<file path="src/round_robin_task_scheduler_core_defines.svh">
// Assertion macros for the round-robin task scheduler core.
// Included by files that carry concurrent assertions; needs no package.
`ifndef ROUND_ROBIN_TASK_SCHEDULER_CORE_DEFINES_SVH
`define ROUND_ROBIN_TASK_SCHEDULER_CORE_DEFINES_SVH

`ifndef SYNTHESIS

// Same-cycle implication, checked outside reset.
`define RRTS_ASSERT_IMP(lbl, clk, rst_n, ante, cons, msg) \
    lbl: assert property (@(posedge clk) disable iff (!rst_n) (ante) |-> (cons)) \
        else $error(msg);

// Next-cycle implication, checked outside reset.
`define RRTS_ASSERT_NXT(lbl, clk, rst_n, ante, cons, msg) \
    lbl: assert property (@(posedge clk) disable iff (!rst_n) (ante) |=> (cons)) \
        else $error(msg);

`else

`define RRTS_ASSERT_IMP(lbl, clk, rst_n, ante, cons, msg)
`define RRTS_ASSERT_NXT(lbl, clk, rst_n, ante, cons, msg)

`endif

`endif

</file>
<file path="src/rrts_pkg.sv">
// Shared types and codes for the round-robin task scheduler core.
// Used by the controller, the datapath and the top level; depends on nothing.
`default_nettype none

package rrts_pkg;

    localparam int MAX_TASKS_DEF = 16;

    // Task status codes.
    localparam logic [1:0] ST_FREE    = 2'd0;
    localparam logic [1:0] ST_READY   = 2'd1;
    localparam logic [1:0] ST_RUNNING = 2'd2;
    localparam logic [1:0] ST_DEAD    = 2'd3;

    // Operation codes.
    localparam logic [1:0] OP_ADD  = 2'd0;
    localparam logic [1:0] OP_TICK = 2'd1;
    localparam logic [1:0] OP_EXIT = 2'd2;

    // Result codes.
    localparam logic [1:0] RC_OK      = 2'd0;
    localparam logic [1:0] RC_FULL    = 2'd1;
    localparam logic [1:0] RC_REFUSED = 2'd2;

    // Kind of result the datapath builds.
    typedef logic [2:0] t_kind;
    localparam t_kind KIND_ADD_OK  = 3'd0;
    localparam t_kind KIND_FULL    = 3'd1;
    localparam t_kind KIND_REFUSED = 3'd2;
    localparam t_kind KIND_NOP     = 3'd3;
    localparam t_kind KIND_RUN     = 3'd4;

    // Address select for the status write port.
    typedef logic [2:0] t_st_addr;
    localparam t_st_addr SA_CUR  = 3'd0;
    localparam t_st_addr SA_SCAN = 3'd1;
    localparam t_st_addr SA_CAND = 3'd2;
    localparam t_st_addr SA_NXT  = 3'd3;
    localparam t_st_addr SA_ZERO = 3'd4;

    typedef struct packed {
        logic [1:0]  operation;
        logic [63:0] context_word;
    } t_in;

    typedef struct packed {
        logic [63:0] context_out;
        logic [3:0]  slot_out;
        logic [1:0]  result_code;
    } t_out;

    // Commands from the controller to the datapath.
    typedef struct packed {
        logic       latch_in;
        logic       scan_clr;
        logic       scan_inc;
        logic       ctx_we;
        logic       ctx_at_scan;
        logic       link_we;
        logic       link_unlink;
        logic       link_rd_cand;
        logic       save_nxt;
        logic       tail_to_scan;
        logic       tail_to_cur;
        logic       cur_load;
        logic       cur_from_cand;
        logic       st_we;
        t_st_addr   st_addr;
        logic [1:0] st_val;
        logic       st_rd_cand;
        logic       kind_we;
        t_kind      kind;
    } t_cmd;

    // Status from the datapath to the controller.
    typedef struct packed {
        logic [1:0] op;
        logic       cur_zero;
        logic       cur_tail;
        logic       cur_running;
        logic       head_dead;
        logic       rd_free;
        logic       rd_dead;
        logic       cand_zero;
        logic       cand_tail;
        logic       scan_last;
    } t_sts;

endpackage

`default_nettype wire

</file>
<file path="src/rrts_dp.sv">
// Datapath of the scheduler: task status flops, slot registers, link and
// context memories, result formatting. Depends on rrts_pkg.
`default_nettype none

module rrts_dp #(
    parameter int MAX_TASKS = rrts_pkg::MAX_TASKS_DEF
) (
    input  wire logic          i_clk,
    input  wire logic          i_rst_n,
    input  wire rrts_pkg::t_cmd i_cmd,
    input  wire rrts_pkg::t_in  i_in,
    output rrts_pkg::t_sts      o_sts,
    output rrts_pkg::t_out      o_res
);

    localparam int SW = $clog2(MAX_TASKS);
    typedef logic [SW-1:0] t_slot;

    logic [1:0]      r_op;
    logic [63:0]     r_word;
    t_slot           r_cur;
    t_slot           r_tail;
    t_slot           r_scan;
    t_slot           r_nxt;
    rrts_pkg::t_kind r_kind;
    logic [1:0]      r_status [MAX_TASKS];
    logic [63:0]     r_ctx_mem [MAX_TASKS];
    t_slot           r_link_mem [MAX_TASKS];
    logic [63:0]     r_ctx_q;
    t_slot           r_link_q;

    t_slot       w_cand;
    t_slot       w_rd_slot;
    logic [1:0]  w_rd_st;
    t_slot       w_st_addr;
    t_slot       w_ctx_addr;
    t_slot       w_link_waddr;
    t_slot       w_link_wdata;
    t_slot       w_link_raddr;

    // Link values that point past the table fall back to the head.
    function automatic t_slot slot_ok(input t_slot v);
        return ({1'b0, v} < (SW+1)'(MAX_TASKS)) ? v : '0;
    endfunction

    assign w_cand    = slot_ok(r_link_q);
    assign w_rd_slot = i_cmd.st_rd_cand ? w_cand : r_scan;
    assign w_rd_st   = r_status[w_rd_slot];

    // Address select for the status write port.
    always_comb begin
        unique case (i_cmd.st_addr)
            rrts_pkg::SA_CUR:  w_st_addr = r_cur;
            rrts_pkg::SA_SCAN: w_st_addr = r_scan;
            rrts_pkg::SA_CAND: w_st_addr = w_cand;
            rrts_pkg::SA_NXT:  w_st_addr = r_nxt;
            default:           w_st_addr = '0;
        endcase
    end

    // Task status flops; reset leaves the head running and the rest free.
    always_ff @(posedge i_clk) begin
        if (!i_rst_n) begin
            for (int i = 0; i < MAX_TASKS; i++) begin
                r_status[i] <= (i == 0) ? rrts_pkg::ST_RUNNING : rrts_pkg::ST_FREE;
            end
        end else if (i_cmd.st_we) begin
            r_status[w_st_addr] <= i_cmd.st_val;
        end
    end

    // Current and tail slot registers.
    always_ff @(posedge i_clk) begin
        if (!i_rst_n) begin
            r_cur  <= '0;
            r_tail <= '0;
        end else begin
            if (i_cmd.cur_load) begin
                r_cur <= i_cmd.cur_from_cand ? w_cand : '0;
            end
            if (i_cmd.tail_to_scan) begin
                r_tail <= r_scan;
            end else if (i_cmd.tail_to_cur) begin
                r_tail <= r_cur;
            end
        end
    end

    // Transaction latch, free-slot scan index, saved successor and result kind.
    always_ff @(posedge i_clk) begin
        if (i_cmd.latch_in) begin
            r_op   <= i_in.operation;
            r_word <= i_in.context_word;
        end
        if (i_cmd.scan_clr) begin
            r_scan <= SW'(1);
        end else if (i_cmd.scan_inc) begin
            r_scan <= r_scan + 1'b1;
        end
        if (i_cmd.save_nxt) begin
            r_nxt <= w_cand;
        end
        if (i_cmd.kind_we) begin
            r_kind <= i_cmd.kind;
        end
    end

    // Context memory: one write port, one registered read at the current slot.
    assign w_ctx_addr = i_cmd.ctx_at_scan ? r_scan : r_cur;

    always_ff @(posedge i_clk) begin
        if (i_cmd.ctx_we) begin
            r_ctx_mem[w_ctx_addr] <= r_word;
        end
        r_ctx_q <= r_ctx_mem[r_cur];
    end

    // Link memory: append after the tail, or bypass a dead successor.
    assign w_link_waddr = i_cmd.link_unlink ? r_cur : r_tail;
    assign w_link_wdata = i_cmd.link_unlink ? w_cand : r_scan;
    assign w_link_raddr = i_cmd.link_rd_cand ? w_cand : r_cur;

    always_ff @(posedge i_clk) begin
        if (i_cmd.link_we) begin
            r_link_mem[w_link_waddr] <= w_link_wdata;
        end
        r_link_q <= r_link_mem[w_link_raddr];
    end

    // Status toward the controller.
    always_comb begin
        o_sts.op          = r_op;
        o_sts.cur_zero    = (r_cur == '0);
        o_sts.cur_tail    = (r_cur == r_tail);
        o_sts.cur_running = (r_status[r_cur] == rrts_pkg::ST_RUNNING);
        o_sts.head_dead   = (r_status[0] == rrts_pkg::ST_DEAD);
        o_sts.rd_free     = (w_rd_st == rrts_pkg::ST_FREE);
        o_sts.rd_dead     = (w_rd_st == rrts_pkg::ST_DEAD);
        o_sts.cand_zero   = (w_cand == '0);
        o_sts.cand_tail   = (w_cand == r_tail);
        o_sts.scan_last   = (r_scan == SW'(MAX_TASKS - 1));
    end

    // Result formatting.
    always_comb begin
        o_res = '0;
        unique case (r_kind)
            rrts_pkg::KIND_ADD_OK: begin
                o_res.slot_out    = 4'(r_scan);
                o_res.result_code = rrts_pkg::RC_OK;
            end
            rrts_pkg::KIND_FULL: begin
                o_res.result_code = rrts_pkg::RC_FULL;
            end
            rrts_pkg::KIND_REFUSED: begin
                o_res.result_code = rrts_pkg::RC_REFUSED;
            end
            rrts_pkg::KIND_NOP: begin
                o_res.slot_out    = 4'(r_cur);
                o_res.result_code = rrts_pkg::RC_OK;
            end
            rrts_pkg::KIND_RUN: begin
                o_res.context_out = r_ctx_q;
                o_res.slot_out    = 4'(r_cur);
                o_res.result_code = rrts_pkg::RC_OK;
            end
            default: begin
                o_res = '0;
            end
        endcase
    end

endmodule

`default_nettype wire

</file>
<file path="src/rrts_ctrl.sv">
// Controller state machine of the scheduler: decodes each transaction and
// sequences the free-slot scan and the ring walk. Depends on rrts_pkg.
`default_nettype none

module rrts_ctrl (
    input  wire logic           i_clk,
    input  wire logic           i_rst_n,
    input  wire logic           i_accept,
    input  wire logic           i_out_free,
    input  wire rrts_pkg::t_sts i_sts,
    output rrts_pkg::t_cmd      o_cmd,
    output logic                o_in_ready,
    output logic                o_res_valid
);

    localparam logic [2:0] S_IDLE = 3'd0;
    localparam logic [2:0] S_EXEC = 3'd1;
    localparam logic [2:0] S_SCAN = 3'd2;
    localparam logic [2:0] S_WRDL = 3'd3;
    localparam logic [2:0] S_WCHK = 3'd4;
    localparam logic [2:0] S_WUNL = 3'd5;
    localparam logic [2:0] S_CRD  = 3'd6;
    localparam logic [2:0] S_DONE = 3'd7;

    logic [2:0] r_state;
    logic [2:0] n_state;

    always_ff @(posedge i_clk) begin
        if (!i_rst_n) begin
            r_state <= S_IDLE;
        end else begin
            r_state <= n_state;
        end
    end

    assign o_in_ready  = (r_state == S_IDLE);
    assign o_res_valid = (r_state == S_DONE);

    // Next state and datapath commands.
    always_comb begin
        n_state = r_state;
        o_cmd   = '0;
        unique case (r_state)
            S_IDLE: begin
                if (i_accept) begin
                    o_cmd.latch_in = 1'b1;
                    o_cmd.scan_clr = 1'b1;
                    n_state        = S_EXEC;
                end
            end
            S_EXEC: begin
                unique case (i_sts.op)
                    rrts_pkg::OP_ADD: begin
                        n_state = S_SCAN;
                    end
                    rrts_pkg::OP_TICK: begin
                        // Save the context and put the running task back in line.
                        o_cmd.ctx_we  = 1'b1;
                        o_cmd.st_we   = 1'b1;
                        o_cmd.st_addr = rrts_pkg::SA_CUR;
                        o_cmd.st_val  = rrts_pkg::ST_READY;
                        n_state       = S_WRDL;
                    end
                    rrts_pkg::OP_EXIT: begin
                        if (i_sts.cur_zero) begin
                            o_cmd.kind_we = 1'b1;
                            o_cmd.kind    = rrts_pkg::KIND_REFUSED;
                            n_state       = S_DONE;
                        end else begin
                            o_cmd.st_we   = 1'b1;
                            o_cmd.st_addr = rrts_pkg::SA_CUR;
                            o_cmd.st_val  = rrts_pkg::ST_DEAD;
                            n_state       = S_WRDL;
                        end
                    end
                    default: begin
                        o_cmd.kind_we = 1'b1;
                        o_cmd.kind    = rrts_pkg::KIND_NOP;
                        n_state       = S_DONE;
                    end
                endcase
            end
            S_SCAN: begin
                // One slot per cycle, lowest free slot above the head wins.
                if (i_sts.rd_free) begin
                    o_cmd.st_we        = 1'b1;
                    o_cmd.st_addr      = rrts_pkg::SA_SCAN;
                    o_cmd.st_val       = rrts_pkg::ST_READY;
                    o_cmd.ctx_we       = 1'b1;
                    o_cmd.ctx_at_scan  = 1'b1;
                    o_cmd.link_we      = 1'b1;
                    o_cmd.tail_to_scan = 1'b1;
                    o_cmd.kind_we      = 1'b1;
                    o_cmd.kind         = rrts_pkg::KIND_ADD_OK;
                    n_state            = S_DONE;
                end else if (i_sts.scan_last) begin
                    o_cmd.kind_we = 1'b1;
                    o_cmd.kind    = rrts_pkg::KIND_FULL;
                    n_state       = S_DONE;
                end else begin
                    o_cmd.scan_inc = 1'b1;
                end
            end
            S_WRDL: begin
                // The tail wraps to the head; otherwise fetch the successor link.
                if (i_sts.cur_tail) begin
                    o_cmd.cur_load = 1'b1;
                    o_cmd.st_we    = 1'b1;
                    o_cmd.st_addr  = rrts_pkg::SA_ZERO;
                    o_cmd.st_val   = rrts_pkg::ST_RUNNING;
                    n_state        = S_CRD;
                end else begin
                    n_state = S_WCHK;
                end
            end
            S_WCHK: begin
                o_cmd.st_rd_cand = 1'b1;
                if (i_sts.cand_zero || !i_sts.rd_dead) begin
                    o_cmd.cur_load      = 1'b1;
                    o_cmd.cur_from_cand = 1'b1;
                    o_cmd.st_we         = 1'b1;
                    o_cmd.st_addr       = rrts_pkg::SA_CAND;
                    o_cmd.st_val        = rrts_pkg::ST_RUNNING;
                    n_state             = S_CRD;
                end else if (i_sts.cand_tail) begin
                    // Dead tail: the current slot becomes the tail.
                    o_cmd.tail_to_cur = 1'b1;
                    o_cmd.st_we       = 1'b1;
                    o_cmd.st_addr     = rrts_pkg::SA_CAND;
                    o_cmd.st_val      = rrts_pkg::ST_FREE;
                    n_state           = S_WRDL;
                end else begin
                    o_cmd.save_nxt     = 1'b1;
                    o_cmd.link_rd_cand = 1'b1;
                    n_state            = S_WUNL;
                end
            end
            S_WUNL: begin
                // Bypass the dead successor and free it.
                o_cmd.link_we     = 1'b1;
                o_cmd.link_unlink = 1'b1;
                o_cmd.st_we       = 1'b1;
                o_cmd.st_addr     = rrts_pkg::SA_NXT;
                o_cmd.st_val      = rrts_pkg::ST_FREE;
                n_state           = S_WRDL;
            end
            S_CRD: begin
                o_cmd.kind_we = 1'b1;
                o_cmd.kind    = rrts_pkg::KIND_RUN;
                n_state       = S_DONE;
            end
            S_DONE: begin
                if (i_out_free) begin
                    n_state = S_IDLE;
                end
            end
            default: begin
                n_state = S_IDLE;
            end
        endcase
    end

endmodule

`default_nettype wire

</file>
<file path="src/round_robin_task_scheduler_core.sv">
// Top level of the round-robin task scheduler: controller, datapath and the
// output register. Depends on rrts_pkg, rrts_ctrl, rrts_dp and the defines header.
//
//   Channel   Direction  Handshake                    Payload
//   input     in         i_in_valid / o_in_ready      i_in_data  (rrts_pkg::t_in)
//   result    out        o_out_valid / i_out_ready    o_out_data (rrts_pkg::t_out)
//
// One transaction at a time. Add runs the free-slot scan, which visits slots upward
// from 1 to at most MAX_TASKS-1. Tick and exit walk the ring, either wrapping from the
// tail to the head or stopping at a linked task, and free dead tasks on the way; a dead
// tail makes the current slot the tail. Refused exit and unused codes end after decode.
// A new transaction is taken while a result waits in the output register; a stalled
// result holds the controller in its last state. Reset is synchronous; memories keep data.
`default_nettype none
`include "round_robin_task_scheduler_core_defines.svh"

module round_robin_task_scheduler_core #(
    parameter int MAX_TASKS = rrts_pkg::MAX_TASKS_DEF
) (
    input  wire logic          i_clk,
    input  wire logic          i_rst_n,
    input  wire logic          i_in_valid,
    output logic               o_in_ready,
    input  wire rrts_pkg::t_in i_in_data,
    output logic               o_out_valid,
    input  wire logic          i_out_ready,
    output rrts_pkg::t_out     o_out_data
);

    rrts_pkg::t_cmd w_cmd;
    rrts_pkg::t_sts w_sts;
    rrts_pkg::t_out w_res;
    logic           w_accept;
    logic           w_out_free;
    logic           w_res_valid;
    logic           w_load;
    logic           r_out_valid;
    rrts_pkg::t_out r_out_data;

    assign w_accept   = i_in_valid && o_in_ready;
    assign w_out_free = !r_out_valid || i_out_ready;
    assign w_load     = w_res_valid && w_out_free;

    rrts_ctrl u_ctrl (
        .i_clk       (i_clk),
        .i_rst_n     (i_rst_n),
        .i_accept    (w_accept),
        .i_out_free  (w_out_free),
        .i_sts       (w_sts),
        .o_cmd       (w_cmd),
        .o_in_ready  (o_in_ready),
        .o_res_valid (w_res_valid)
    );

    rrts_dp #(
        .MAX_TASKS (MAX_TASKS)
    ) u_dp (
        .i_clk   (i_clk),
        .i_rst_n (i_rst_n),
        .i_cmd   (w_cmd),
        .i_in    (i_in_data),
        .o_sts   (w_sts),
        .o_res   (w_res)
    );

    // Output register between the controller and the result channel.
    always_ff @(posedge i_clk) begin
        if (!i_rst_n) begin
            r_out_valid <= 1'b0;
        end else if (w_load) begin
            r_out_valid <= 1'b1;
        end else if (i_out_ready) begin
            r_out_valid <= 1'b0;
        end
    end

    always_ff @(posedge i_clk) begin
        if (w_load) begin
            r_out_data <= w_res;
        end
    end

    assign o_out_valid = r_out_valid;
    assign o_out_data  = r_out_data;

    // A transaction always passes through the decode state before its result is ready.
    `RRTS_ASSERT_NXT(a_no_early_result, i_clk, i_rst_n, w_accept, !w_res_valid, "early result")
    // Between transactions the current slot is the one marked running.
    `RRTS_ASSERT_IMP(a_cur_running, i_clk, i_rst_n, o_in_ready, w_sts.cur_running, "idle, not running")
    // The head task can never be marked dead, so every walk terminates.
    `RRTS_ASSERT_IMP(a_head_alive, i_clk, i_rst_n, 1'b1, !w_sts.head_dead, "head slot marked dead")

endmodule

`default_nettype wire

</file>
<file path="config.mk">
export PLATFORM = sky130hd
export DESIGN_NAME = round_robin_task_scheduler_core
export DESIGN_NICKNAME = d
export VERILOG_FILES = /design/src/rrts_pkg.sv /design/src/rrts_dp.sv /design/src/rrts_ctrl.sv /design/src/round_robin_task_scheduler_core.sv
export VERILOG_INCLUDE_DIRS = /design/src /design/src/src
export SDC_FILE = /design/constraint.sdc
export NUM_CORES = 1
export LEC_CHECK = 0
export BUFFER_PORTS_ARGS = -buffer_cell sky130_fd_sc_hd__buf_2
export CORE_ASPECT_RATIO = 1.2
export CORE_MARGIN = 3
export CORE_UTILIZATION = 25
export CTS_BUF_LIST = sky130_fd_sc_hd__clkbuf_8
export CTS_CLUSTER_DIAMETER = 60
export DETAILED_ROUTE_END_ITERATION = 7
export PLACE_DENSITY = 0.48
export SLEW_MARGIN = 25
export SYNTH_ARGS = -nofsm -noshare
export SYNTH_HDL_FRONTEND = slang
export SYNTH_SLANG_ARGS = --single-unit
</file>
<file path="constraint.sdc">
create_clock -name i_clk -period 8.36 [get_ports i_clk]
set_input_delay 0.836 -clock i_clk [delete_from_list [all_inputs] [get_ports i_clk]]
set_output_delay 0.836 -clock i_clk [all_outputs]
set_load 0.05 [all_outputs]
</file>
# After elaboration in Yosys (flattened, before gate mapping)
# Memories as Yosys holds them, arrays and structs flattened. A register that Yosys moved wholly into a read port is not among the register bits.
# Index checks and enable logic that the tools add are counted.
[op_classes] n_addsub=1 eq_ne=23 mux=70 n_reduce_logical=19
[op_table] cell="4-bit 2-to-1 mux" n=12
[op_table] cell="6-bit 2-to-1 mux" n=5
[op_table] cell="6-bit case mux with 5 select lines" n=1
[op_table] cell="1-bit 2-to-1 mux" n=25
[op_table] cell="3-bit 2-to-1 mux" n=8
[op_table] cell="3-bit case mux with 8 select lines" n=1
[op_table] cell="3-bit by 2-bit equality test with 1-bit output (second input constant)" n=6
[op_table] cell="2-bit 2-to-1 mux" n=8
[op_table] cell="4-bit case mux with 2 select lines" n=2
[op_table] cell="4-bit case mux with 4 select lines" n=1
[op_table] cell="3-bit equality test (second input constant)" n=5
[op_table] cell="4-bit case mux with 3 select lines" n=1
[op_table] cell="6-bit case mux with 2 select lines" n=1
[op_table] cell="3-bit by 1-bit equality test with 1-bit output (second input constant)" n=3
[op_table] cell="3-bit zero test" n=3
[op_table] cell="3-bit case mux with 3 select lines" n=1
[op_table] cell="4-bit equality test" n=2
[op_table] cell="4-bit zero test" n=2
[op_table] cell="1-bit case mux with 2 select lines" n=3
[op_table] cell="2-bit OR reduction" n=3
[op_table] cell="4-bit by 1-bit adder with 4-bit output (second input constant)" n=1
[op_table] cell="2-bit equality test (second input constant)" n=2
[op_table] cell="4-bit equality test (second input constant)" n=1
[op_table] cell="2-bit zero test" n=2
[op_table] cell="other kinds (10)" n=14
[totals] ff_bits=159 ramBits=1120 input_bits=70 out_inout_bits=72 wordCells=128 n_memories=3
[memory_table] memory="u_dp.r_ctx_mem" depth=16 width=64 read_ports=1 rd_ports_with_merged_regs=1 write_ports=1 line="rrts_dp.sv:27" source="logic [63:0] r_ctx_mem [MAX_TASKS];"
[memory_table] memory="u_dp.r_link_mem" depth=16 width=4 read_ports=1 rd_ports_with_merged_regs=1 write_ports=1 line="rrts_dp.sv:28" source="t_slot r_link_mem [MAX_TASKS];"
[memory_table] memory="u_dp.r_status" depth=16 width=2 read_ports=1 rd_ports_with_merged_regs=0 write_ports=16 line="rrts_dp.sv:26" source="logic [1:0] r_status [MAX_TASKS];"

# Longest topological paths before layout
# Gate-level depths: netlist (run 1).
# An unclocked memory read counts as a cell.
[depth] depth_word=14 depth_mapped=15 depth_no_buf=11

# Hierarchy
# A second synthesis (run 1) with hierarchy kept.
[hier_totals] hier_cells=2270 area_unflattened_um2=50877.5
[modules_own_cells] mod="rrts_dp" n_inst=1 cells_each=2113 area_each_um2=48154.9 seq_area_each_um2=37506.0
[modules_own_cells] mod="round_robin_task_scheduler_core" n_inst=1 cells_each=76 area_each_um2=2165.8 seq_area_each_um2=2122.0
[modules_own_cells] mod="rrts_ctrl" n_inst=1 cells_each=81 area_each_um2=556.8 seq_area_each_um2=60.1

# Worst setup path after synthesis (run 1)
# OpenSTA, ideal clock, no wires.
[synth_timing] kind="reg-to-reg" startpoint="register u_dp.r_scan[0]" endpoint="memory u_dp.r_ctx_mem[4][0], enable pin" setup_time_ns=0.486 arrival_time_ns=5.573 required_ns=7.874 slack_ns=2.301 path_stages_with_launch=12 n_path_buf=4 synth_period_minus_slack_ns=6.059 cell_sequence="dfxtp_1 > buf_2 > mux4_2 > mux2_2 > a2111oi_2 > o22ai_2 > a211o_1 > buf_4 > clkbuf_1 > clkbuf_1 > o31a_1 > nor2_1"
[synth_between] elab_chain_cells=7 elab_cells_between_ends=9 cone_classes="mux (7); reduce/logical (1); memory (1)"
[synth_lines] item="start, declared" line="rrts_dp.sv:23" source="t_slot r_scan;"
[synth_lines] item="start signal, assigned" line="rrts_dp.sv:98" source="r_scan <= r_scan + 1'b1;"
[synth_lines] item="4-bit 2-to-1 mux" line="rrts_dp.sv:47" source="assign w_rd_slot = i_cmd.st_rd_cand ? w_cand : r_scan;"
[synth_lines] item="memory 16 x 2 bit"
[synth_lines] item="2-bit zero test" line="rrts_dp.sv:137" source="o_sts.rd_free = (w_rd_st == rrts_pkg::ST_FREE);"
[synth_lines] item="3-bit 2-to-1 mux" line="rrts_ctrl.sv:85" source="if (i_sts.rd_free) begin"
[synth_lines] item="1-bit case mux with 2 select lines" line="rrts_ctrl.sv:43" source="unique case (r_state)"
[synth_lines] item="1-bit 2-to-1 mux" line="rrts_dp.sv:112" source="if (i_cmd.ctx_we) begin"
[synth_lines] item="1-bit 2-to-1 mux (not written as such)" line="rrts_dp.sv:113" source="r_ctx_mem[w_ctx_addr] <= r_word;"
[synth_lines] item="end, declared" line="rrts_dp.sv:27"
# Several ways; a longest one is shown, not always the timed one.

# Worst setup path in the final report (run 1)
[layout_timing] startpoint="register u_ctrl.r_state[2]" endpoint="memory u_dp.r_ctx_mem[0][31], enable pin"
[layout_between] elab_chain_cells=9 elab_cells_between_ends=13 cone_classes="eq/ne (3); mux (8); reduce/logical (1); memory (1)"
[layout_lines] item="start, declared" line="rrts_ctrl.sv:25" source="logic [2:0] r_state;"
[layout_lines] item="start signal, assigned" line="rrts_ctrl.sv:32" source="r_state <= n_state;"
[layout_lines] item="3-bit equality test" line="rrts_ctrl.sv:43"
[layout_lines] item="1-bit 2-to-1 mux" line="rrts_ctrl.sv:43"
[layout_lines] item="4-bit 2-to-1 mux" line="rrts_dp.sv:47"
[layout_lines] item="memory 16 x 2 bit"
[layout_lines] item="2-bit zero test" line="rrts_dp.sv:137"
[layout_lines] item="3-bit 2-to-1 mux" line="rrts_ctrl.sv:85"
[layout_lines] item="1-bit case mux with 2 select lines" line="rrts_ctrl.sv:43"
[layout_lines] item="1-bit 2-to-1 mux" line="rrts_dp.sv:112"
[layout_lines] item="1-bit 2-to-1 mux (not written as such)" line="rrts_dp.sv:113"
# Several ways; a longest one is shown, not always the timed one.

==> results.py, run 1 <==
metrics = {
    "synthesis": {
        "synth_cells": 2350,
        "synth_top_family_by_area": "multiplexers",
        "yosysUniqueCellTypes": 71,
        "synth_compound_area_frac": 0.01961,
        "synth_fa_ha_area_frac": 0.001471,
        "ys.flop_type": "edfxtp_1",
        "ys_warn_count": 0,
        "synth_seq_cells": 1347,
        "synth.area.mux_share": 0.1559,
        "syn-cell-area_um2": 51040,
        "synthXorXnorAreaFrac": 0.001888,
        "async_reset_ff_frac": 0,
        "yosys.area.top_type": "edfxtp_1",
        "yosysSeqAreaShare": 0.7761,
        "synth_area_leaders": "edfxtp_1 (74%), mux4_2 (14%), dfxtp_1 (3.3%), mux2i_1 (1.0%), and2_1 (0.91%)",
        "yosys.area_share.simple": 0.03324,
        "synth_area_per_cell_um2": 21.72,
        "synth-edff-count": 1263,
        "yosysTopAreaCellShare": 0.7431,
        "synth_nets": 2426,
        "synth_most_common_cell": "edfxtp_1",
        "synthTopCellsByCount": "edfxtp_1 (1,263), mux4_2 (328), clkbuf_1 (84), dfxtp_1 (84), and2_1 (74)",
    },
    "timing": {
        "slew_viol_final": 0,
        "setup_violations": 0,
        "setup_ws_ns": 3.239,
        "max_slew_margin": 0.3007,
        "rsz0062_at_grt": "false",
        "finalSetupTns_ns": 0,
        "finalHoldViolCount": 0,
        "worst_slew_pin_slew_ns": 1.038,
        "max_freq_mhz": 195.3,
        "fin_crit_sh": 0.6126,
        "fin_crit_ns": 5.121,
        "worst_clock_skew_ns": 0.06710,
    },
    "worst_setup_path": {
        "cp-start-kind": "register",
        "crit_type": "register to register",
        "cp.required_ns": 8.89,
        "path_common_cell": "buf_4",
        "path_cells": "or3b_1 > mux2_2 > a2111oi_2 > o22ai_2 > a211o_1 > buf_4 > nor2_1 > a22oi_1 > nor2_4 > buf_4",
        "cp_slowest_cell": "buf_4",
        "crit_path_end_kind": "register",
        "path_max_fanout": 49,
        "cp.arrival_ns": 5.65,
        "slowest_delay_ns": 0.75,
    },
    "clocking": {
        "cts_hold_buf": 57,
        "h-tree-depth": 4,
        "cts_resized": 0,
        "cts_tree": "yes",
        "cts.clk_slew.worst_paths_ns": 0.07,
        "cts_buffer_depth": 3,
        "clkSinkCount": 1347,
        "root_buffer": "clkbuf_8",
        "clk-insertion-delay-late_ns": 0.93,
        "cts_buffers": 218,
        "post_cts_buffers": 0,
    },
    "global_route": {
        "grt_overflow": 0,
        "grtUsageTotal": 0.1180,
        "antenna_found_initial": 11,
        "grt_pass1_vias": 25800,
        "grt_pass1_wl_um": 181000,
        "grt_max_degree": 143,
    },
    "place": {
        "dpl_worst_slack_ns": 3.247,
        "portBuffers": 141,
        "dp_hpwl_um": 71500,
        "gp_congestion": 0.7675,
    },
    "pwr": {
        "clockPowerShare": 0.328,
        "p_seq_frac": 0.511,
        "pwr-share-comb": 0.161,
        "power.share.switching": 0.2832,
        "power_density_nw_per_um2": 289.1,
        "intPower_mw": 12.46,
        "p_leak_nw": 18.82,
        "ir_worst_vdd_mv": 0.1587,
        "p_sw_mw": 4.924,
    },
    "detailed_routing": {
        "drt_iter0_drc": 1713,
        "ant_nets": 0,
        "via_per_inst": 4.298,
        "drc": 0,
        "wl_per_cell_um": 22.32,
        "drtPass1Iterations": 5,
        "vias": 23800,
        "wirelength_um": 123600,
    },
    "finish": {
        "area.growth.synth_to_final_pct": 17.82,
        "fin_util": 0.2963,
        "multi_input_area_um2": 10970,
        "fill_cells": 19910,
        "regArea_um2": 39620,
        "final_nets": 2765,
        "drive_above_1_share": 0.3035,
    },
    "flow_run": {
        "drv_cap": 0,
    },
    "die": {
        "die_area_um2": 209600,
        "fp-row-count": 181,
        "pin_count": 142,
        "die_width_um": 418.5,
        "start_util": 0.2515,
        "die_h_um": 501.0,
        "core_area_um2": 202900,
    },
    "outcome": {
        "status": "finished clean",
    },
    "worst_hold_path": {
        "hold_path.class": "input port to register",
    },
}
-- cells in the final DEF, fill, tap and decap left out, drive strengths merged, types with 52 or more instances in the layout --
cell type,synthesis,final
mux2i,52,52
inv,13,106
nor2,56,56
nand2,59,59
dlygate4sd3,0,57
buf,47,193
clkinv,1,64
edfxtp,1263,1263
clkbuf,84,243
dfxtp,84,84
mux4,328,328
and2,76,76
-- state kept, by name, indices dropped and copies added (netlist names) --
| signal | flops |
|---|---|
| u_dp.r_kind | 3 |
| u_dp.r_tail | 4 |
| u_dp.r_link_q | 4 |
| o_out_data | 70 |
| u_dp.r_ctx_q | 64 |
| u_dp.r_word | 64 |
| u_dp.r_cur | 4 |
| u_dp.r_nxt | 4 |
| o_out_valid | 1 |
| u_ctrl.r_state | 3 |
| u_dp.r_scan | 4 |
| u_dp.r_ctx_mem | 1024 |
| u_dp.r_link_mem | 64 |
| u_dp.r_status | 32 |
| u_dp.r_op | 2 |
-- kinds of logic after synthesis --
family	Yosys count
adders and majority gates	6
and+or+nand+nor	309
DFF	1347
buffers and inverters	145
muxes	384
xor gates and xnor gates	11
AOI/OAI and AO/OA	148
-- path summary, 6_finish.rpt --
kind	start	to	slack [ns]	cells after the start
setup / recovery	u_ctrl.r_state[2]	u_dp.r_ctx_mem[0][31]	3.24	10
hold reg to reg	u_dp.r_ctx_q[16]	o_out_data[22]	0.49	1
setup reg to reg	u_ctrl.r_state[2]	u_dp.r_ctx_mem[0][31]	3.24	10
hold / removal	i_in_data[21]	u_dp.r_word[21]	0.13	1
-- metal layers --
layer | vias to the layer above | GRT usage | part of all wire
li1 | 10450 | - | -
met1 | 12620 | 0.1517 | 0.43
met2 | 552 | 0.1992 | 0.50
met3 | 184 | 0.02301 | 0.042
met4 | 0 | 0.03930 | 0.024
met5 | - | 0 | 0
-- final cells by class --
type / instances / area share
Clock buffer: 243 / 0.05562
Antenna cell: 2 / 0.00008323
Tap cell: 2653 / 0.05520
Sequential cell: 1347 / 0.6589
Clock inverter: 171 / 0.01816
Inverter: 14 / 0.0009571
Multi-Input combinational cell: 858 / 0.1824
Timing Repair Buffer: 250 / 0.02861
-- through the flow --
step	area, um^2	hold WS (ns)	power [mW]	std cells
detailed placement	55120	0.4867	11.93	5065
global route	60130	0.03702	18.25	5538
CTS	60120	0.008928	17.75	5536
floorplan	51040	0.4064	10.71	2350
finish	60130	0.1296	17.38	5538
global placement	55120	0.4902	11.92	5065
-- power groups by stage --
stage / registers (mW) / logic, mW / clock network (mW)
after floorplan: 8.69 / 2.02 / 0
after global placement: 9.03 / 2.89 / 0
after detailed placement: 9.05 / 2.88 / 0
after CTS: 8.91 / 2.91 / 5.93
after global routing: 8.98 / 3.05 / 6.22
final: 8.88 / 2.81 / 5.70
-- worst max-delay path, delay by kind of cell (launching register included) --
kind	cells	cell delay, ns
AOI/OAI and AO/OA	4	1.11
buffers and inverters	2	0.97
DFF	1	0.60
muxes	1	0.39
and+or+nand+nor	3	1.44
No activity file was read; power rests on OpenSTA's default activity.
==> inputs of run 2 (changes only) <==
- clock period: 8.36 -> 5.23 ns (I/O delays scaled with it)
==> run 2 against run 1 <==
Critical path depth fell by 1. Die area did not move. Total power rose by 55%. Critical path type unchanged. Critical endpoint is now u_dp.r_ctx_mem[12][47]. Highest routed layer is now met5.
==> results.py, run 2 (synthesis gave the netlist of run 1 again) <==
metrics = {
    "outcome": {
        "status": "finished clean",
    },
    "clocking": {
        "cts_buffers": 206,
        "cts_buffer_depth": 3,
        "cts_tree": "yes",
        "root_buffer": "clkbuf_8",
        "cts.clk_slew.worst_paths_ns": 0.06,
        "cts_resized": 0,
        "clk-insertion-delay-late_ns": 0.93,
        "clkSinkCount": 1347,
        "h-tree-depth": 4,
    },
    "global_route": {
        "grt_pass1_wl_um": 183500,
        "grtUsageTotal": 0.1195,
        "grt_pass1_vias": 25910,
        "grt_max_degree": 104,
        "antenna_found_initial": 5,
        "grt_overflow": 0,
    },
    "pwr": {
        "power_density_nw_per_um2": 448.8,
        "ir_worst_vdd_mv": 0.1860,
        "p_leak_nw": 18.68,
    },
    "timing": {
        "fin_crit_ns": 4.521,
        "max_freq_mhz": 221.2,
        "fin_crit_sh": 0.8644,
        "finalHoldViolCount": 0,
        "worst_slew_pin_slew_ns": 1.011,
        "whs_ns": 0.3189,
        "slew_viol_final": 0,
        "max_slew_margin": 0.3259,
        "setup_violations": 0,
        "rsz0062_at_grt": "false",
        "worst_clock_skew_ns": 0.08253,
    },
    "die": {
        "die_width_um": 418.5,
        "fp-row-count": 181,
        "die_h_um": 501.0,
        "core_area_um2": 202900,
        "pin_count": 142,
        "die_area_um2": 209600,
        "start_util": 0.2515,
    },
    "worst_setup_path": {
        "cp.arrival_ns": 5.03,
        "cp-start-kind": "register",
        "cp.required_ns": 5.74,
        "crit_path_end_kind": "register",
        "path_max_fanout": 49,
        "crit_type": "register to register",
    },
    "detailed_routing": {
        "wirelength_um": 125000,
        "wl_per_cell_um": 22.58,
        "ant_nets": 0,
        "drc": 0,
        "drt_iter0_drc": 1827,
        "via_per_inst": 4.340,
        "vias": 24020,
        "drtPass1Iterations": 5,
    },
    "worst_hold_path": {
        "hold_path.class": "input port to register",
    },
    "finish": {
        "regArea_um2": 39620,
        "area.growth.synth_to_final_pct": 17.35,
        "final_area_um2": 59890,
        "largest_register_ff_count": 1024,
        "top_register": "u_dp.r_ctx_mem",
        "fill_cells": 19870,
        "multi_input_area_um2": 10980,
        "drive_above_1_share": 0.2953,
        "final_cell_mix": "edfxtp_1 (1,263), mux4_2 (328), clkbuf_8 (218)",
        "final_nets": 2772,
        "final_common_cell": "edfxtp_1",
    },
    "place": {
        "dp_hpwl_um": 67910,
        "placed_area_um2": 55290,
        "gp_congestion": 0.7407,
        "portBuffers": 141,
    },
    "flow_run": {
        "drv_cap": 0,
    },
}
==> run 2: final timing paths <==
path                            cells past startpoint                      to  slack [ns]               from
worst max-delay path                                9  u_dp.r_ctx_mem[12][47]        0.71  u_ctrl.r_state[0]
worst min-delay path                                2         u_dp.r_word[63]        0.32      i_in_data[63]
worst max register to register                      9  u_dp.r_ctx_mem[12][47]        0.71  u_ctrl.r_state[0]
worst min register to register                      1          o_out_data[23]        0.50   u_dp.r_ctx_q[17]
==> run 2: critical path, stage by stage, from the launching register on <==
cell       delay (ns)
dfxtp_1          0.64
or3b_1           0.55
mux2_2           0.41
a2111oi_2        0.37
o22ai_2          0.18
a211o_1          0.46
nor2_1           0.21
a22oi_1          0.29
nor2_4           0.18
buf_4            0.77
==> run 2: metrics by stage <==
step | util | TNS (ns) | setup slack (ns) | std cells | total power [mW]
after CTS | 0.2951 | 0 | 0.6714 | 5528 | 27.44
after floorplan | - | -424.59 | -0.8293 | 2350 | 17.12
final | 0.2952 | 0 | 0.7089 | 5534 | 26.88
after global placement | 0.2725 | 0 | 0.7118 | 5071 | 19.03
after global routing | 0.2951 | 0 | 0.3696 | 5531 | 28.21
after detailed placement | 0.2725 | 0 | 0.7136 | 5071 | 19.04
==> run 2: where the power goes <==
| part | internal [mW] | total (mW) | switching (mW) | leakage (nW) |
|---|---|---|---|---|
| clock network | 4.01 | 8.19 | 4.19 | 2.31 |
| logic | 1.99 | 4.57 | 2.58 | 4.21 |
| registers | 13.2 | 14.1 | 0.930 | 12.2 |
==> run 2: final cells by class <==
type | count | area share
antenna | 6 | 0.0002507
clock buffer | 218 | 0.05009
clock inverter | 169 | 0.01481
inverter | 14 | 0.0009609
multi-input combinational | 858 | 0.1832
sequential | 1347 | 0.6615
tap | 2653 | 0.05542
timing repair buffer | 269 | 0.03367
==> run 2: metal layers <==
layer | global-route usage | vias up | share of wire
li1 | - | 10460 | -
met1 | 0.1554 | 12790 | 0.44
met2 | 0.2007 | 558 | 0.50
met3 | 0.02335 | 208 | 0.042
met4 | 0.03794 | 2 | 0.024
met5 | 0 | - | 0.00010
==> run 2: repair_timing <==
action,4_1_cts,5_1_grt
hold endpoints to repair,70,0
setup buffers,0,0
hold buffers,70,0
==> inputs of run 3 (changes only) <==
- ABC_AREA: not set -> 1
==> run 3 against run 2 <==
Die area grew 1.1%. Core utilization is 0.12 points lower. Clock power is 4.5% higher. Critical path depth increased by 7. Combinational power is 11% lower. Critical path type unchanged. Non-clock buffer count down 1. Total power down 1.5%. Sequential power about the same. Sequential share of layout area is 0.47 points lower. Synthesized cell count up 65%. Via count is 32% higher.
==> results.py, run 3 <==
metrics = {
    "pwr": {
        "power_density_nw_per_um2": 439.2,
        "p_leak_nw": 20.30,
        "ir_worst_vdd_mv": 0.2729,
    },
    "synthesis": {
        "ys.flop_type": "edfxtp_1",
        "synth_cells": 3874,
        "yosysUniqueCellTypes": 39,
        "synthTopCellsByCount": "edfxtp_1 (1,263), nor2_1 (707), o21ai_0 (648), clkbuf_1 (215), inv_1 (183)",
        "yosysTopAreaCellShare": 0.7351,
        "synth_area_leaders": "edfxtp_1 (74%), o21ai_0 (6.3%), nor2_1 (5.1%), dfxtp_1 (3.3%), o22ai_1 (2.0%)",
        "async_reset_ff_frac": 0,
        "syn-cell-area_um2": 51600,
        "synth_most_common_cell": "edfxtp_1",
        "yosys.area.top_type": "edfxtp_1",
        "synth-edff-count": 1263,
        "synth_area_per_cell_um2": 13.32,
        "synth_nets": 3950,
        "synth_seq_cells": 1347,
        "yosysSeqAreaShare": 0.7676,
        "ys_warn_count": 0,
    },
    "worst_setup_path": {
        "cp_slowest_cell": "nor2_4",
        "crit_family": "simple AND/OR/NAND/NOR gates",
        "crit_path_end_kind": "register",
        "crit_type": "register to register",
        "path_cells": "nor2_4 > nand2_8 > nand2_1 > nand2_1 > nand2_1 > nand3_1 > nand3_1 > nand3_1 > nand2_2 > nand3_1 > inv_1 > nand2_1 > o21ai_0 > nand3_1 > nor2_4 > buf_12",
        "cp-start-kind": "register",
        "slowest_delay_ns": 0.63,
        "path_max_fanout": 33,
        "cp.required_ns": 5.80,
        "cp.arrival_ns": 4.82,
        "crit_buf_inv": 2,
        "path_common_cell": "nand3_1",
    },
    "detailed_routing": {
        "vias": 31690,
        "drc": 0,
        "wl_per_cell_um": 20.12,
        "drtPass1Iterations": 7,
        "ant_nets": 0,
        "wirelength_um": 141700,
        "drt_iter0_drc": 2433,
        "via_per_inst": 4.498,
    },
    "place": {
        "placed_area_um2": 55610,
        "gp_congestion": 0.7876,
        "dp_hpwl_um": 77390,
        "place_inst": 6594,
        "portBuffers": 141,
        "dpl_worst_slack_ns": 1.031,
    },
    "global_route": {
        "grtUsageTotal": 0.1319,
        "grt_pass1_wl_um": 211400,
        "grt_pass1_vias": 31810,
        "antenna_found_initial": 4,
        "grt_max_degree": 196,
        "grt_overflow": 0,
    },
    "clocking": {
        "cts_buffers": 207,
        "clkSinkCount": 1347,
        "clk-insertion-delay-late_ns": 0.93,
        "post_cts_buffers": 0,
        "cts.clk_slew.worst_paths_ns": 0.07,
        "cts_tree": "yes",
        "root_buffer": "clkbuf_8",
        "cts_buffer_depth": 3,
        "h-tree-depth": 4,
    },
    "finish": {
        "final_cell_mix": "edfxtp_1 (1,263), nor2_1 (690), o21ai_0 (644)",
        "top_register": "u_dp.r_ctx_mem",
        "final_common_cell": "edfxtp_1",
        "final_nets": 4188,
        "fin_cells": 7045,
        "final_area_um2": 60320,
        "area.growth.synth_to_final_pct": 16.91,
        "drive_above_1_share": 0.1289,
        "largest_register_ff_count": 1024,
    },
    "timing": {
        "max_freq_mhz": 235.7,
        "worst_slew_pin_slew_ns": 0.9826,
        "finalHoldViolCount": 0,
        "fin_crit_ns": 4.243,
        "slew_viol_final": 0,
        "max_slew_margin": 0.3450,
        "setup_violations": 0,
        "setup_ws_ns": 0.9868,
        "rsz0062_at_grt": "false",
        "worst_clock_skew_ns": 0.06143,
        "fin_crit_sh": 0.8113,
    },
    "die": {
        "fp-row-count": 182,
        "die_h_um": 503.7,
        "start_util": 0.2515,
        "die_width_um": 420.7,
        "die_area_um2": 211900,
        "pin_count": 142,
        "core_area_um2": 205200,
    },
    "outcome": {
        "status": "finished clean",
    },
    "worst_hold_path": {
        "hold_path.class": "input port to register",
    },
    "flow_run": {
        "drv_cap": 0,
    },
}
[run 3: cell types whose count changed after synthesis, sizes merged, moves of 25 or more]
| cell | delta |
|---|---|
| and2 | -76 |
| nor2 | +658 |
| nand2 | +112 |
| mux2i | -52 |
| o221ai | +93 |
| clkbuf | +131 |
| o22ai | +156 |
| nand3 | +178 |
| nand2b | -35 |
| a21oi | -25 |
| inv | +177 |
| mux4 | -328 |
| o21ai | +628 |
[run 3: worst paths after layout]
| path | slack (ns) | depth (start not counted) | endpoint | from |
|---|---|---|---|---|
| max reg2reg | 0.99 | 16 | u_dp.r_ctx_mem[14][8] | u_ctrl.r_state[0] |
| max | 0.99 | 16 | u_dp.r_ctx_mem[14][8] | u_ctrl.r_state[0] |
| min | 0.32 | 2 | u_dp.r_word[63] | i_in_data[63] |
| min reg2reg | 0.51 | 2 | o_out_data[43] | u_dp.r_ctx_q[37] |
[run 3: final cells by class]
type | count | area [um^2]
Multi-Input combinational cell | 2096 | 10480
Tap cell | 2760 | 3453
Fill cell | 20800 | 144900
Clock buffer | 224 | 3083
Sequential cell | 1347 | 39620
Inverter | 192 | 745.7
Antenna cell | 1 | 2.502
Clock inverter | 157 | 933.4
Timing Repair Buffer | 268 | 2007
[run 3: cell families after synthesis]
kind of cell / Yosys count / synth area share
DFF: 1347 / 0.7676
and+or+nand+nor: 1106 / 0.08936
AOI/OAI and AO/OA: 976 / 0.1079
buffers and inverters: 431 / 0.03225
xor gates and xnor gates: 8 / 0.001358
adders and majority gates: 6 / 0.001455
[run 3: metrics by stage]
step	TNS [ns]	utilization	total power [mW]	hold WS, ns
after global placement	0	0.2711	18.18	0.5137
final	0	0.2940	26.49	0.3200
after floorplan	-6.660	-	16.38	0.4064
after CTS	0	0.2940	26.91	0.1983
after detailed placement	0	0.2711	18.19	0.5134
after global routing	0	0.2940	27.90	0.2531
[run 3: worst register-to-register path: cells and delay by family, from the launching register on]
family	cells	cell delay (ns)
AO/OA/AOI/OAI	1	0.16
buffers and inverters	2	0.54
flip-flops	1	0.39
AND/OR/NAND/NOR	13	2.75
[run 3: per-layer routing]
metal / global-route usage / share of wire / wire length (um) / up-vias
li1: - / - / - / 14760
met1: 0.1756 / 0.45 / 63600 / 15920
met2: 0.2173 / 0.48 / 67640 / 783
met3: 0.02240 / 0.048 / 6811 / 220
met4: 0.04488 / 0.026 / 3660 / 2
met5: 0 / 0.000092 / 13 / -
[run 3: what timing repair did]
action / 4_1_cts / 5_1_grt
hold buffers: 69 / 0
endpoints found under the hold margin: 71 / 0
gates resized for setup: 0 / 0
setup endpoints to repair: 0 / 0
[run 3: report_power, final]
| part | internal, mW | switching, mW |
|---|---|---|
| logic | 1.10 | 2.96 |
| clock network | 4.36 | 4.20 |
| registers | 13.0 | 0.839 |
